==> src/rtl/ibrf_pkg.sv <==
// Shared types and codes for the byte ring FIFO core.
// No dependencies; every other file uses this package.
package ibrf_pkg;

    typedef logic [2:0] t_cmd;
    localparam t_cmd CMD_WRITE     = 3'd0;
    localparam t_cmd CMD_READ      = 3'd1;
    localparam t_cmd CMD_SET_OWNER = 3'd2;
    localparam t_cmd CMD_GET_OWNER = 3'd3;
    localparam t_cmd CMD_SET_MODE  = 3'd4;
    localparam t_cmd CMD_CLEAR     = 3'd5;

    typedef logic [1:0] t_mode;
    localparam t_mode MODE_READ   = 2'd0;
    localparam t_mode MODE_WRITE  = 2'd1;
    localparam t_mode MODE_RW     = 2'd2;
    localparam t_mode MODE_CLOSED = 2'd3;

    typedef logic [7:0] t_byte;

    // request from the core to the owner table
    typedef struct packed {
        logic  set_en;
        logic  get_en;
        t_byte idx;
        logic  occ;
        t_byte pid;
    } t_own_req;

    // status from the owner table, valid in the request cycle
    typedef struct packed {
        logic hit;
        logic none_left;
    } t_own_sts;

endpackage

==> src/rtl/ibrf_owner_tbl.sv <==
// Owner slot table: valid flags and occupied count in flops, ids in a memory.
// Depends on ibrf_pkg for the request and status structs.
module ibrf_owner_tbl #(
    parameter int OWNER_SLOTS = 16
) (
    input  logic                i_clk,
    input  logic                i_rst_n,
    input  ibrf_pkg::t_own_req  i_req,
    output ibrf_pkg::t_own_sts  o_sts,
    output ibrf_pkg::t_byte     o_id
);
    import ibrf_pkg::*;

    localparam int SLOT_W = (OWNER_SLOTS > 1) ? $clog2(OWNER_SLOTS) : 1;
    localparam int CNT_W  = $clog2(OWNER_SLOTS + 1);

    logic [OWNER_SLOTS-1:0] r_valid;
    logic [CNT_W-1:0]       r_cnt;
    logic [CNT_W-1:0]       n_cnt;
    t_byte                  r_ids [OWNER_SLOTS];
    t_byte                  r_id;
    logic                   in_range;
    logic [SLOT_W-1:0]      idx_s;
    logic                   cur_vld;
    logic                   set_go;

    always_comb begin
        in_range = {1'b0, i_req.idx} < 9'(OWNER_SLOTS);
        idx_s    = i_req.idx[SLOT_W-1:0];
        cur_vld  = in_range && r_valid[idx_s];
        set_go   = i_req.set_en && in_range;
        n_cnt    = r_cnt;
        if (set_go) begin
            if (cur_vld && !i_req.occ) begin
                n_cnt = r_cnt - CNT_W'(1);
            end else if (!cur_vld && i_req.occ) begin
                n_cnt = r_cnt + CNT_W'(1);
            end
        end
        o_sts.hit       = cur_vld;
        o_sts.none_left = (n_cnt == '0);
    end

    always_ff @(posedge i_clk) begin
        if (!i_rst_n) begin
            r_valid <= '0;
            r_cnt   <= '0;
        end else if (set_go) begin
            r_valid[idx_s] <= i_req.occ;
            r_cnt          <= n_cnt;
        end
    end

    // an id is only read back while its slot is valid, so emptying needs no write
    always_ff @(posedge i_clk) begin
        if (set_go && i_req.occ) begin
            r_ids[idx_s] <= i_req.pid;
        end
    end

    always_ff @(posedge i_clk) begin
        if (i_req.get_en && in_range) begin
            r_id <= r_ids[idx_s];
        end
    end

    assign o_id = r_id;

endmodule

==> config.mk <==
export PLATFORM = sky130hd
export DESIGN_NAME = ibrf_owner_tbl
export DESIGN_NICKNAME = d
export VERILOG_FILES = /design/src/rtl/ibrf_pkg.sv /design/src/rtl/ibrf_owner_tbl.sv
export SDC_FILE = /design/constraint.sdc
export NUM_CORES = 1
export LEC_CHECK = 0
export BUFFER_PORTS_ARGS = -buffer_cell sky130_fd_sc_hd__buf_2
export CAP_MARGIN = 20
export CORE_ASPECT_RATIO = 1.25
export CORE_MARGIN = 2
export CORE_UTILIZATION = 38
export CTS_CLUSTER_SIZE = 12
export DETAILED_ROUTE_END_ITERATION = 8
export PLACE_DENSITY = 0.65
export SLEW_MARGIN = 0
export SYNTH_ARGS = -nofsm -noshare
export SYNTH_HDL_FRONTEND = slang
export SYNTH_SLANG_ARGS = --single-unit
==> constraint.sdc <==
create_clock -name i_clk -period 3.2 [get_ports i_clk]
set_input_delay 0.48 -clock i_clk [delete_from_list [all_inputs] [get_ports i_clk]]
set_output_delay 0.48 -clock i_clk [all_outputs]
set_load 0.1 [all_outputs]
==> flow_summary_export.csv <==
group,metric,value,unit
run_status,status,"complete, no violations",
sta,tightest_slew,0.548,ns
clocking,clock_sinks,157,
synth,synth-seq-cells,157,
detailed_routing,highest-signal-layer,"met4",
clocking,clkTransAtPathRegs,0.06,ns
detailed_routing,drt_iter0_drc,184,
sta,finalClockSkew,0.00826,ns
placement,place_worst_setup_slack,0.223,ns
synth,yosysSeqAreaShare,0.698,
layout,finalCoreUtilization,0.458,
sta,final.min_clock_period,2.99,ns
clocking,post_cts_buffers,0,
job,max-cap-violations,0,
detailed_routing,drtAntennaViolNets,0,
worst_setup_path,crit_fanout,9,
synth,syn_nets,394,
die,die_height,150,um
detailed_routing,vias_per_cell,5.40,
global_routing,grt_pass1_wl,21300,um
die,die_area,18100,sq um
worst_setup_path,crit_slowest_cell,"dfxtp_1",
sta,grt_setup_unrepaired,"no",
synth,synth_edf_count,136,
detailed_routing,wl_met3,710,um
placement,portBuffers,30,
synth,async_flop_share,0,
die,rows,53,
synth,synth_top_cells_by_count,"edfxtp_1 (136), mux4_2 (42), nor2_1 (33), dfxtp_1 (21)",
synth,synth_top_area_share,0.632,
sta,drv_slew,0,
clocking,htreeDepth,4,
worst_setup_path,required,2.72,ns
sta,fmax,0.335,GHz
global_routing,grt_use_total,0.161,
worst_setup_path,cp-start-kind,"flip-flop",
pwr,power.leakage,0.00250,uW
global_routing,grt_max_degree,24,
clocking,post_cts_resized,0,
layout,area_growth,18.6,%
sta,fin_ws,0.214,ns
die,die_w,121,um
synth,ys_types,41,
pwr,vdd_drop_max,0.379,mV
synth,avgSynthCellArea,17.4,sq um
sta,max-slew-margin-rel,0.633,
worst_setup_path,critical_path_class,"reg -> out",
clocking,clock_latency,0.42,ns
synth,synthFlopType,"edfxtp_1",
synth,synth_cells,371,
detailed_routing,routed_wl,13300,um
layout,insertedDiodeCount,0,
synth,syn-cell-area,6460,sq um
sta,post-route-period-util,0.933,
clocking,cts_tree,"done",
synth,ys_warn_count,0,
sta,setup_violations,0,
detailed_routing,m1WireLength,5350,um
sta,setup_tns,0,ns
placement,place_area,7080,sq um
die,num_io_pins,31,
clocking,cts-root-buf,"clkbuf_16",
synth,synth_most_common_cell,"edfxtp_1",
worst_setup_path,cpPeakStageDelay,0.33,ns
clocking,ctsHoldBuffers,0,
detailed_routing,dr.pass1.iters,4,
sta,finalHoldViolCount,0,
layout,final_area,7660,sq um
detailed_routing,drcViolationCount,0,
detailed_routing,wire_per_inst,20.1,um
worst_setup_path,arrival,2.51,ns
pwr,power,4390,uW
detailed_routing,wl_met2,7040,um
synth,synth_area_leaders,"edfxtp_1 (63%), mux4_2 (15%), dfxtp_1 (6.5%), nor2_1 (1.9%), mux2i_1 (1.7%)",
global_routing,overflow,0,
clocking,cts_buffer_depth,2,
placement,dp_hpwl,8820,um
detailed_routing,via_count,3570,
die,initial_core_util,0.386,
global_routing,grt_pass1_vias,3815,
worst_setup_path,crit_path_end_kind,"output pin",
synth,yosysTopAreaCell,"edfxtp_1",
layout,nets,452,
hold_path,hold_path_class,"in -> reg",
pwr,pwr_density_cell,573,nW/um^2
placement,gp_congestion,0.849,
die,core_area,16700,sq um
global_routing,antenna_found_initial,0,
layout,drive_above_1_share,0.313,
worst_setup_path,crit_chain,"mux2_1 > or3_1 > o2111a_1 > or2_4 > a221oi_2 > nor4_4 > buf_12",
clocking,cts_buffers,17,
per-layer routing:
layer / track usage / vias to the layer above
li1: - / 1607
met5: 0 / -
met2: 0.281 / 101
met1: 0.190 / 1844
met4: 0.0517 / 0
met3: 0.0480 / 18
where the power goes:
| group | switching [uW] | total, uW | internal (uW) |
|---|---|---|---|
| combinational | 112 | 190 | 78.3 |
| sequential | 1.13 | 2230 | 2230 |
| clock | 751 | 1970 | 1220 |
kinds of logic after synthesis:
| logic type | after synthesis | share of synthesized area |
|---|---|---|
| flip-flops | 157 | 0.698 |
| AND/OR/NAND/NOR | 92 | 0.0715 |
| multiplexers | 55 | 0.167 |
| AO/OA/AOI/OAI | 38 | 0.0413 |
| buffers and inverters | 27 | 0.0188 |
| adder cells (fa/ha/maj) | 2 | 0.00387 |
through the flow:
stage	cells	hold WS (ns)
CTS	661	0.348
global route	661	0.354
finish	661	0.352
floorplan	371	0.450
detailed placement	630	0.471
global placement	630	0.461
flip-flops by register name, indices dropped and copies added, names as in the netlist:
| name | flops |
|---|---|
| r_valid | 16 |
| o_id | 8 |
| r_ids | 128 |
| r_cnt | 5 |
cell usage in the layout (no fill, tap or decap), drive strengths merged, types with 5 or more instances in the layout:
cell / instances
a21oi: 9
buf: 60
clkbuf: 20
clkinv: 5
dfxtp: 21
edfxtp: 136
inv: 6
mux2i: 11
mux4: 42
nand2: 13
nand3: 5
nor2: 33
nor3: 10
o21a: 6
o21ai: 9
or3: 13
worst paths after layout:
kind | cells past startpoint | start | slack, ns | end
max | 7 | r_valid[3] | 0.21 | o_sts[0]
min | 2 | i_rst_n | 0.35 | r_valid[10]
max reg2reg | 7 | r_valid[3] | 0.91 | r_cnt[1]
min reg2reg | 2 | r_valid[9] | 0.48 | r_valid[9]
critical path: cells and delay by family, from the launching register on:
kind / cells / cell delay [ns]
buffers and inverters: 1 / 0.18
AO/OA/AOI/OAI: 2 / 0.57
AND/OR/NAND/NOR: 3 / 0.71
flip-flops: 1 / 0.33
multiplexers: 1 / 0.30
area by class of cell:
class | count | area [sq um]
sequential | 157 | 4500
fill | 1462 | 9050
multi-input combinational | 187 | 1870
tap | 220 | 275
timing repair buffer | 60 | 405
clock buffer | 20 | 437
clock inverter | 11 | 144
inverter | 6 | 22.5
(Power assumes the default switching activity.)
